`src/hdl/uer_pkg.sv`:
```
// Shared types and constants for the ultrasonic echo ranger.
// Used by uer_seq, uer_scale and ultrasonic_echo_ranger; depends on nothing.
package uer_pkg;

   // widths of the configuration and result fields
   localparam int CsrIndexWidth = 3;
   localparam int CsrDataWidth  = 16;
   localparam int CountWidth    = 16;
   localparam int RangeWidth    = 10;

   localparam logic [RangeWidth-1:0] RANGE_MAX = 10'd1023;

   // register indexes on the configuration port
   typedef enum logic [CsrIndexWidth-1:0] {
      CSR_TRIGGER_TICKS     = 3'd0,
      CSR_WAIT_LIMIT        = 3'd1,
      CSR_WAIT_FAULT_LEVEL  = 3'd2,
      CSR_WIDTH_LIMIT       = 3'd3,
      CSR_WIDTH_FAULT_LEVEL = 3'd4,
      CSR_SCALE_RECIP       = 3'd5,
      CSR_NEAR_LOW          = 3'd6,
      CSR_NEAR_HIGH         = 3'd7
   } csr_index_type;

   // register values after reset
   localparam logic [7:0]            TRIGGER_TICKS_RST     = 8'd10;
   localparam logic [CountWidth-1:0] WAIT_LIMIT_RST        = 16'd1000;
   localparam logic [CountWidth-1:0] WAIT_FAULT_LEVEL_RST  = 16'd900;
   localparam logic [CountWidth-1:0] WIDTH_LIMIT_RST       = 16'd25000;
   localparam logic [CountWidth-1:0] WIDTH_FAULT_LEVEL_RST = 16'd24990;
   localparam logic [CountWidth-1:0] SCALE_RECIP_RST       = 16'd1114;
   localparam logic [RangeWidth-1:0] NEAR_LOW_RST          = 10'd1;
   localparam logic [RangeWidth-1:0] NEAR_HIGH_RST         = 10'd6;

   // measurement phase
   typedef enum logic [1:0] {
      PH_IDLE  = 2'd0,
      PH_TRIG  = 2'd1,
      PH_WAIT  = 2'd2,
      PH_WIDTH = 2'd3
   } phase_type;

   // measurement status codes
   typedef enum logic [1:0] {
      STATUS_OK      = 2'd0,
      STATUS_NO_ECHO = 2'd1,
      STATUS_OVERRUN = 2'd2
   } status_type;

   // all configuration registers
   typedef struct packed {
      logic [7:0]            trigger_ticks;
      logic [CountWidth-1:0] wait_limit;
      logic [CountWidth-1:0] wait_fault_level;
      logic [CountWidth-1:0] width_limit;
      logic [CountWidth-1:0] width_fault_level;
      logic [CountWidth-1:0] scale_recip;
      logic [RangeWidth-1:0] near_low;
      logic [RangeWidth-1:0] near_high;
   } cfg_type;

   // per-tick outcome from the sequencer to the scaler and result register
   typedef struct packed {
      logic                  trigger;
      logic                  busy;
      logic                  done;
      status_type            status;
      logic [CountWidth-1:0] width;
   } tick_type;

endpackage

```
`src/hdl/uer_seq.sv`:
```
// Measurement sequencer: phase register, tick counter and per-tick decisions.
// Depends on uer_pkg.
module uer_seq (
   input  logic             clock,
   input  logic             reset,
   input  logic             step,
   input  logic             start_req,
   input  logic             echo_level,
   input  uer_pkg::cfg_type cfg,
   output uer_pkg::tick_type tick
);
   import uer_pkg::*;

   phase_type             phase_ff, phase_in;
   logic [CountWidth-1:0] count_ff, count_in;
   logic [CountWidth-1:0] count_inc;
   logic                  width_over;

   assign count_inc = count_ff + 16'd1;

   // state registers advance once per processed transaction
   always_ff @(posedge clock) begin
      if (reset) begin
         phase_ff <= PH_IDLE;
         count_ff <= '0;
      end else if (step) begin
         phase_ff <= phase_in;
         count_ff <= count_in;
      end
   end

   // next phase, counter and tick outcome
   always_comb begin
      phase_in     = phase_ff;
      count_in     = count_ff;
      tick         = '0;
      tick.status  = STATUS_OK;
      width_over   = 1'b0;
      unique case (phase_ff)
         PH_IDLE: begin
            if (start_req) begin
               tick.trigger = 1'b1;
               if (cfg.trigger_ticks <= 8'd1) begin
                  phase_in = PH_WAIT;
                  count_in = '0;
               end else begin
                  phase_in = PH_TRIG;
                  count_in = 16'd1;
               end
            end
         end
         PH_TRIG: begin
            tick.trigger = 1'b1;
            if (count_inc >= {8'd0, cfg.trigger_ticks}) begin
               phase_in = PH_WAIT;
               count_in = '0;
            end else begin
               count_in = count_inc;
            end
         end
         PH_WAIT: begin
            if (echo_level) begin
               if (count_ff > cfg.wait_fault_level) begin
                  tick.done   = 1'b1;
                  tick.status = STATUS_NO_ECHO;
                  phase_in    = PH_IDLE;
                  count_in    = '0;
               end else begin
                  phase_in = PH_WIDTH;
                  count_in = '0;
               end
            end else if (count_inc >= cfg.wait_limit) begin
               tick.done   = 1'b1;
               tick.status = STATUS_NO_ECHO;
               phase_in    = PH_IDLE;
               count_in    = '0;
            end else begin
               count_in = count_inc;
            end
         end
         PH_WIDTH: begin
            if (echo_level && (count_inc < cfg.width_limit)) begin
               count_in = count_inc;
            end else begin
               // echo fell or width limit reached
               tick.done  = 1'b1;
               tick.width = echo_level ? count_inc : count_ff;
               width_over = tick.width > cfg.width_fault_level;
               tick.status = width_over ? STATUS_OVERRUN : STATUS_OK;
               phase_in   = PH_IDLE;
               count_in   = '0;
            end
         end
         default: begin
            phase_in = PH_IDLE;
            count_in = '0;
         end
      endcase
      tick.busy = (phase_in != PH_IDLE);
   end

endmodule

```
`src/hdl/uer_scale.sv`:
```
// Width-to-distance scaling with saturation and the near-window compare.
// Depends on uer_pkg.
module uer_scale (
   input  uer_pkg::tick_type                  tick,
   input  uer_pkg::cfg_type                   cfg,
   output logic [uer_pkg::RangeWidth-1:0]     range_value,
   output logic                               obstacle_near
);
   import uer_pkg::*;

   logic [2*CountWidth-1:0] product;
   logic [CountWidth-1:0]   dist_full;
   logic [RangeWidth-1:0]   dist_sat;
   logic                    good;

   // Q16 reciprocal multiply, keep the integer part
   assign product   = tick.width * cfg.scale_recip;
   assign dist_full = product[2*CountWidth-1:CountWidth];
   assign dist_sat  = (dist_full > {6'd0, RANGE_MAX}) ? RANGE_MAX
                                                       : dist_full[RangeWidth-1:0];

   // only a finished good measurement reports a distance
   assign good          = tick.done && (tick.status == STATUS_OK);
   assign range_value   = good ? dist_sat : '0;
   assign obstacle_near = good && (dist_sat >= cfg.near_low) && (dist_sat <= cfg.near_high);

endmodule

```
`src/hdl/ultrasonic_echo_ranger.sv`:
```
// Top level of the ultrasonic echo ranger: channel registers and config registers.
// Depends on uer_pkg, uer_seq and uer_scale.
//
// Usage
//   Each transaction on the req_ channel is one timer tick: a start request and
//   the sampled echo pin level. Every request yields exactly one rsp_ transaction
//   carrying the trigger drive level, busy, done, status, range and near flag.
//   A measurement drives the trigger, waits for the echo rise and counts the
//   echo width; done marks the tick it ends, with status ok, no echo or overrun.
//   A request accepted at one edge is in the input register; its result is
//   loaded into the result register, raising rsp_valid, once that register is
//   empty or rsp_stall is low. Throughput is one tick per cycle while rsp_stall
//   is low. The phase and tick counter load at the same edge as the result.
//   Configuration is written through csr_ at any edge with csr_write_en high.
//   Reset clears the phase, counter and both channel valid flags and restores
//   the register defaults. When rsp_stall is high the result holds, one more
//   request may sit in the input register, and then req_stall rises.
module ultrasonic_echo_ranger (
   input  logic                                 clock,
   input  logic                                 reset,
   // request channel
   input  logic                                 req_valid,
   output logic                                 req_stall,
   input  logic                                 req_start_req,
   input  logic                                 req_echo_level,
   // result channel
   output logic                                 rsp_valid,
   input  logic                                 rsp_stall,
   output logic                                 rsp_trigger_out,
   output logic                                 rsp_busy_res,
   output logic                                 rsp_done_res,
   output logic [1:0]                           rsp_status,
   output logic [uer_pkg::RangeWidth-1:0]       rsp_range_value,
   output logic                                 rsp_obstacle_near,
   // configuration write port
   input  logic                                 csr_write_en,
   input  logic [uer_pkg::CsrIndexWidth-1:0]    csr_index,
   input  logic [uer_pkg::CsrDataWidth-1:0]     csr_wdata
);
   import uer_pkg::*;

   cfg_type               cfg_ff;
   logic                  in_vld_ff, in_vld_in;
   logic                  in_start_ff, in_echo_ff;
   logic                  out_vld_ff, out_vld_in;
   tick_type              tick;
   logic [RangeWidth-1:0] range_value;
   logic                  obstacle_near;
   logic                  req_take;
   logic                  advance;
   csr_index_type         csr_sel;

   // handshake control
   assign advance    = in_vld_ff && (!out_vld_ff || !rsp_stall);
   assign req_stall  = in_vld_ff && !advance;
   assign req_take   = req_valid && !req_stall;
   assign in_vld_in  = req_take || (in_vld_ff && !advance);
   assign out_vld_in = advance || (out_vld_ff && rsp_stall);
   assign csr_sel    = csr_index_type'(csr_index);

   // configuration registers
   always_ff @(posedge clock) begin
      if (reset) begin
         cfg_ff.trigger_ticks     <= TRIGGER_TICKS_RST;
         cfg_ff.wait_limit        <= WAIT_LIMIT_RST;
         cfg_ff.wait_fault_level  <= WAIT_FAULT_LEVEL_RST;
         cfg_ff.width_limit       <= WIDTH_LIMIT_RST;
         cfg_ff.width_fault_level <= WIDTH_FAULT_LEVEL_RST;
         cfg_ff.scale_recip       <= SCALE_RECIP_RST;
         cfg_ff.near_low          <= NEAR_LOW_RST;
         cfg_ff.near_high         <= NEAR_HIGH_RST;
      end else if (csr_write_en) begin
         unique case (csr_sel)
            CSR_TRIGGER_TICKS:     cfg_ff.trigger_ticks     <= csr_wdata[7:0];
            CSR_WAIT_LIMIT:        cfg_ff.wait_limit        <= csr_wdata;
            CSR_WAIT_FAULT_LEVEL:  cfg_ff.wait_fault_level  <= csr_wdata;
            CSR_WIDTH_LIMIT:       cfg_ff.width_limit       <= csr_wdata;
            CSR_WIDTH_FAULT_LEVEL: cfg_ff.width_fault_level <= csr_wdata;
            CSR_SCALE_RECIP:       cfg_ff.scale_recip       <= csr_wdata;
            CSR_NEAR_LOW:          cfg_ff.near_low          <= csr_wdata[RangeWidth-1:0];
            CSR_NEAR_HIGH:         cfg_ff.near_high         <= csr_wdata[RangeWidth-1:0];
            default: ;
         endcase
      end
   end

   // input register
   always_ff @(posedge clock) begin
      if (reset) begin
         in_vld_ff <= 1'b0;
      end else begin
         in_vld_ff <= in_vld_in;
      end
   end

   always_ff @(posedge clock) begin
      if (req_take) begin
         in_start_ff <= req_start_req;
         in_echo_ff  <= req_echo_level;
      end
   end

   // measurement sequencer
   uer_seq u_seq (
      .clock      (clock),
      .reset      (reset),
      .step       (advance),
      .start_req  (in_start_ff),
      .echo_level (in_echo_ff),
      .cfg        (cfg_ff),
      .tick       (tick)
   );

   // distance scaling
   uer_scale u_scale (
      .tick          (tick),
      .cfg           (cfg_ff),
      .range_value   (range_value),
      .obstacle_near (obstacle_near)
   );

   // result register
   always_ff @(posedge clock) begin
      if (reset) begin
         out_vld_ff <= 1'b0;
      end else begin
         out_vld_ff <= out_vld_in;
      end
   end

   always_ff @(posedge clock) begin
      if (advance) begin
         rsp_trigger_out   <= tick.trigger;
         rsp_busy_res      <= tick.busy;
         rsp_done_res      <= tick.done;
         rsp_status        <= tick.status;
         rsp_range_value   <= range_value;
         rsp_obstacle_near <= obstacle_near;
      end
   end

   assign rsp_valid = out_vld_ff;

   // a finished measurement always leaves the block idle
   a_done_not_busy : assert property (@(posedge clock) disable iff (reset)
      (rsp_valid && rsp_done_res) |-> !rsp_busy_res)
      else $error("done reported while still busy");

   // fault results carry no distance
   a_fault_no_range : assert property (@(posedge clock) disable iff (reset)
      (rsp_valid && (rsp_status != STATUS_OK)) |->
      (rsp_range_value == '0 && !rsp_obstacle_near))
      else $error("distance reported with a fault status");

   // status and flags are quiet on ticks that do not finish
   a_idle_fields_zero : assert property (@(posedge clock) disable iff (reset)
      (rsp_valid && !rsp_done_res) |->
      (rsp_status == STATUS_OK && rsp_range_value == '0 && !rsp_obstacle_near))
      else $error("result fields set on a tick that did not finish");

   // a stalled input register moves on once the result side frees up
   a_input_drains : assert property (@(posedge clock) disable iff (reset)
      (in_vld_ff && !rsp_stall) |=> rsp_valid)
      else $error("queued request did not reach the result register");

endmodule

```
`config.mk`:
```
export PLATFORM = sky130hd
export DESIGN_NAME = ultrasonic_echo_ranger
export DESIGN_NICKNAME = d
export VERILOG_FILES = /design/src/hdl/uer_pkg.sv /design/src/hdl/uer_seq.sv /design/src/hdl/uer_scale.sv /design/src/hdl/ultrasonic_echo_ranger.sv
export SDC_FILE = /design/constraint.sdc
export NUM_CORES = 1
export LEC_CHECK = 0
export BUFFER_PORTS_ARGS = -buffer_cell sky130_fd_sc_hd__clkbuf_2
export CAP_MARGIN = 30
export CORE_ASPECT_RATIO = 0.9
export CORE_MARGIN = 2
export CORE_UTILIZATION = 59
export DETAILED_ROUTE_END_ITERATION = 12
export PLACE_DENSITY = 0.78
export SLEW_MARGIN = 20
export SYNTH_ARGS = -nofsm -noshare
export SYNTH_HDL_FRONTEND = slang
export SYNTH_SLANG_ARGS = --single-unit
```
`constraint.sdc`:
```
create_clock -name clock -period 10.28 [get_ports clock]
set_clock_uncertainty 0.15 [all_clocks]
set_input_delay 1.028 -clock clock [delete_from_list [all_inputs] [get_ports clock]]
set_output_delay 1.028 -clock clock [all_outputs]
set_load 0.1 [all_outputs]
```
# == Yosys cells after proc, flatten, opt, wreduce, memory -nomap -nowiden ==
# Index checks and enable logic that the tools add are counted.
# W data, S select, Z words.
# op_classes
n_eq_ne,11
n_mul,1
n_addsub,1
reduce_logical,28
mux,26
magnitude_cmp,9
# ops
cell,count
$mux W16,7
$pmux W16 S4,1
$gt A16 B16 Y1,2
$mul A16 B16 Y32,1
$mux W19,1
$reduce_and A2 Y1,9
$add A16 B1 Y16 const B,1
$ge A16 B16 Y1,1
$ge A16 B8 Y1,1
$gt A16 B10 Y1 const B,1
$lt A16 B16 Y1,1
$mux W2,8
$eq A3 B3 Y1 const B,4
$ge A10 B10 Y1,1
$le A10 B10 Y1,1
$mux W10,1
$mux W3,3
$le A8 B1 Y1 const B,1
$logic_and A1 B1 Y1,8
$pmux W2 S4,1
$eq A3 B2 Y1 const B,2
$pmux W3 S2,1
$eq A2 B2 Y1 const B,2
$logic_not A1 Y1,4
9 further kinds,13
# totals
elab_cells,96
ff_bits,146

# == Logic depth before layout (Yosys ltp) ==
# depth
word_depth,12
depth_mapped,51
mapped_depth_nobuf,45

# == Hierarchy ==
# A second synthesis with hierarchy kept.
# unflattened
cells_unflattened,1994
area_unflattened_um2,17584.4
# by_module_without_submodules
module,cells_per_inst,n_inst,area_per_inst_um2
uer_scale,1107,1,9276.4
ultrasonic_echo_ranger,424,1,4877.2
uer_seq,463,1,3430.8

# == Least setup slack after synthesis ==
# OpenSTA, ideal clock, no wires.
# synth_path
kind,reg2reg
startpoint,register u_seq.count_ff[1]
endpoint,"register rsp_obstacle_near, data pin"
setup_slack_ps,-682
n_path_buf,7
stages_incl_launch_ff,50
synth_period_minus_slack_ps,10962
arrival_ps,10546
required_time_ps,9864
path_cell_list,dfxtp_1 -> ha_1 -> and4_1 -> buf_2 -> nand3_1 -> and2_1 -> or2_2 -> ha_1 -> nand4_1 -> nor4_1 -> a311oi_2 -> nand2_1 -> buf_6 -> nand3_1 -> buf_2 -> buf_2 -> nor2b_1 -> buf_2 -> [... 14 more ...] -> a221oi_1 -> o21bai_1 -> o21ai_1 -> o311ai_1 -> xnor2_1 -> and4_1 -> buf_6 -> and2_1 -> ha_1 -> nand2b_1 -> a21o_1 -> a21o_1 -> a21o_1 -> a21o_1 -> a21o_1 -> a211o_1 -> o2111ai_1 -> a211oi_1
# synth_between
elab_chain_len,11
# synth_lines
item,line,source
from (decl),uer_seq.sv:15,"logic [CountWidth-1:0] count_ff, count_in;"
from (signal assigned),uer_seq.sv:28,count_ff <= count_in;
$add A16 B1 Y16,uer_seq.sv:19,assign count_inc = count_ff + 16'd1;
$lt A16 B16 Y1,uer_seq.sv:82,if (echo_level && (count_inc < cfg.width_limit)) begin
$logic_and A1 B1 Y1,uer_seq.sv:82,
$mux W19,uer_seq.sv:82,
$mux W16,uer_seq.sv:39,unique case (phase_ff)
$mul A16 B16 Y32,uer_scale.sv:17,assign product = tick.width * cfg.scale_recip;
$gt A16 B10 Y1,uer_scale.sv:19,"assign dist_sat = (dist_full > {6'd0, RANGE_MAX}) ? RANGE_MAX"
$mux W10,uer_scale.sv:19,
$ge A10 B10 Y1,uer_scale.sv:25,assign obstacle_near = good && (dist_sat >= cfg.near_low) && (dist_sat <= cfg.near_high);
$logic_and A1 B1 Y1,uer_scale.sv:25,
$logic_and A1 B1 Y1 *,uer_scale.sv:25,
via obstacle_near,ultrasonic_echo_ranger.sv:48,logic obstacle_near;
to (signal assigned),ultrasonic_echo_ranger.sv:138,rsp_obstacle_near <= obstacle_near;
to (decl),ultrasonic_echo_ranger.sv:34,"output logic rsp_obstacle_near,"
# The timed path passes the listed nets; every way through them passes the cells marked *.
# A chain may end at the register's enable or synchronous reset.

# == Worst setup path in the final report ==
# Same ends and word-level chain as after synthesis.

==> results.toml <==
[worst_hold_path]
holdCritPathClass = "reg2reg"

[synth]
syn_nets = 2507
synth_cells = 2095
synth_area_per_cell_um2 = 8.196
synth_edf_count = 18
synth.cell_area_um2 = 17170
ys_warn_count = 0
ys.flop_type = "dfxtp_1"
ys_seq_area_frac = 0.1807
synth_seq_cells = 146
yosysUniqueCellTypes = 74
async_reset_ff_frac = 0

[placed_design]
io_buffer_count = 43
hpwl_mm = 39.08
gp_congestion = 0.9561
dpl_cell_area_um2 = 18840

[detailed_routing]
vias = 15970
route.detailed.drc = 0
routed_via_density = 5.990
wirelength_mm = 54.66
wire_per_inst_um = 20.50
ant_nets = 0
drt_first_pass_iters = 6
drtIter0Drc = 1755

[critical_path]
crit_slowest_cell = "fa_2"
worstSetupPathType = "reg2reg"
cpMostUsedCell = "a21o_1"
startpoint_type = "flip-flop"
crit_fanout = 7
cp_data_required_time_ns = 10.30
cp_data_arrival_time_ns = 10.55
end_kind = "flip-flop"
cp_slowest_stage_delay_ns = 0.62

[final_layout]
layout-drive-gt1-share = 0.2152
area_growth_pct = 21.58
insertedDiodeCount = 0
nets = 2699
finalInstanceArea_um2 = 20880
fin_util = 0.7251
fillers = 1975

[global_route]
overflow = 0
grt_pass1_wl_mm = 84.45
grt_max_degree = 72
grt_antenna_before_repair = 0
grt_pass1_vias = 15860
grt_use_total = 0.3554

[timing]
max_slew_margin = 0.3492
rsz0062_at_grt = "true"
tightest_slew_ns = 0.9726
setup_viol = 1
fmax_ghz = 0.09490
timing.final.ws_setup_ns = -0.2571
final.period_utilization = 1.025
report.final.hold_viol_count = 0
period_minus_slack_ns = 10.54
drv_slew = 0

[die]
dieArea_um2 = 30480
die_x_um = 183.8
fp.dieH_um = 165.8
initial_core_util = 0.5964
pin_count = 44
num_rows = 59
core_um2 = 28790

[clock_tree]
path_clk_slew_ns = 0.07
insertion_delay_ns = 0.44
cts_tree = "built"
ctsLongestPathBuffers = 2
cts_root_buf = "clkbuf_16"
htreeDepth = 4
postCtsHoldBufs = 0
cts_buffers = 17
cts.sinks = 146

[run_status]
outcome = "finished with violations"
violations = "setup timing"

[power_and_ir_drop]
leakage_nw = 9.971
powerDensity_nw_per_um2 = 65.00
peakVddDrop_mv = 0.1030

[run]
maxCapViolations = 0
state kept, by name, indices dropped and copies added (netlist names):
signal / cells
in_echo_ff: 1
cfg_ff: 108
rsp_busy_res: 1
u_seq.phase_ff: 2
rsp_trigger_out: 1
rsp_status: 2
rsp_range_value: 10
u_seq.count_ff: 16
in_start_ff: 1
rsp_obstacle_near: 1
in_vld_ff: 1
rsp_done_res: 1
rsp_valid: 1
stage by stage:
stage	cells	hold slack [ns]	power, mW	setup slack [ns]	setup TNS, ns
global placement	2568	0.2919	0.7340	-0.3420	-0.3420
floorplan	2095	0.2863	0.6978	0.004231	0
CTS	2644	0.3067	1.345	-0.02867	-0.02867
finish	2666	0.3064	1.357	-0.2571	-0.2571
global route	2666	0.3259	1.386	-0.4613	-0.4613
detailed placement	2571	0.2980	0.7377	-0.6500	-0.6500
worst paths after layout:
path,slack [ns],to,cells past startpoint,startpoint
worst max-delay path,-0.26,rsp_obstacle_near,49,u_seq.count_ff[1]
worst min-delay path,0.31,cfg_ff[98],2,cfg_ff[98]
worst max register to register,-0.26,rsp_obstacle_near,49,u_seq.count_ff[1]
worst min register to register,0.31,cfg_ff[98],2,cfg_ff[98]
critical path: cells and delay by family, from the launching register on:
family,cells,cell delay [ns]
AOI/OAI and AO/OA,16,2.62
DFF,1,0.36
buffers and inverters,11,1.20
xor gates and xnor gates,1,0.27
adders and majority gates,9,3.79
muxes,1,0.26
and+or+nand+nor,11,1.62
Yosys cell counts (7+ instances only):
| master | number | area share |
|---|---|---|
| inv_1 | 330 | 0.072 |
| and2_1 | 126 | 0.046 |
| nand2b_1 | 14 | 0.0051 |
| nor2b_1 | 21 | 0.0077 |
| nor3_1 | 18 | 0.0052 |
| fa_1 | 193 | 0.23 |
| o21ai_0 | 41 | 0.012 |
| nor2_1 | 67 | 0.015 |
| edfxtp_1 | 18 | 0.031 |
| xnor2_1 | 30 | 0.015 |
| dfxtp_1 | 128 | 0.15 |
| nand2_1 | 398 | 0.087 |
| and3_1 | 11 | 0.0040 |
| nand3_1 | 27 | 0.0079 |
| o21a_1 | 8 | 0.0035 |
| a211o_1 | 24 | 0.012 |
| buf_2 | 13 | 0.0038 |
| a31oi_1 | 7 | 0.0026 |
| xor2_1 | 10 | 0.0051 |
| clkbuf_1 | 64 | 0.014 |
| nand4_1 | 35 | 0.013 |
| buf_6 | 8 | 0.0052 |
| a21o_1 | 37 | 0.016 |
| clkbuf_2 | 9 | 0.0026 |
| ha_1 | 193 | 0.14 |
| a211oi_1 | 8 | 0.0035 |
| a21oi_1 | 148 | 0.043 |
| nand3b_1 | 17 | 0.0074 |
routing by layer:
metal,share of wire,routed length (um),GRT usage
met1,0.39,21190,0.4844
met2,0.44,24060,0.5381
met3,0.13,7025,0.1046
met4,0.043,2346,0.1287
met5,0.00073,40,0
cell families (layout without fill, tap and decap cells):
family          count (synthesis)  in the layout  synth area share
flops                         146            146            0.1807
compound gates                323            323            0.1183
simple gates                  765            765            0.2126
fa+ha+maj                     386            386            0.3657
mux                             3              3          0.001822
xor+xnor                       40             40           0.02040
buf+inv                       432            637            0.1006
what timing repair did:
action                     CTS  global route
buffers inserted            38            22
setup endpoints to repair    1             1
resized for setup          130            96
cloned                       5             0
pin swaps                  100            92
power breakdown:
group | internal, mW | switching, mW | leakage (nW) | total [mW]
clock | 0.341 | 0.281 | 0.277 | 0.622
sequential | 0.591 | 0.0169 | 1.21 | 0.608
combinational | 0.0350 | 0.0916 | 8.48 | 0.127
cell usage in the layout (no fill, tap or decap), drive strengths merged, types with 30 or more instances in the layout:
| master | n |
|---|---|
| nand2 | 398 |
| inv | 337 |
| buf | 233 |
| ha | 193 |
| fa | 193 |
| a21oi | 148 |
| dfxtp | 128 |
| and2 | 126 |
| nor2 | 67 |
| clkbuf | 60 |
| o21ai | 42 |
| a21o | 37 |
| nand4 | 35 |
| xnor2 | 30 |
cell type report:
class | instances | area [um2] | area share
Clock inverter | 14 | 143.9 | 0.006892
Clock buffer | 18 | 429.2 | 0.02056
Tap cell | 366 | 457.9 | 0.02194
Sequential cell | 146 | 3117 | 0.1493
Multi-Input combinational cell | 1517 | 13290 | 0.6366
Timing Repair Buffer | 275 | 2201 | 0.1054
Inverter | 330 | 1239 | 0.05933
Note: power is estimated with default switching activity, not from simulation.
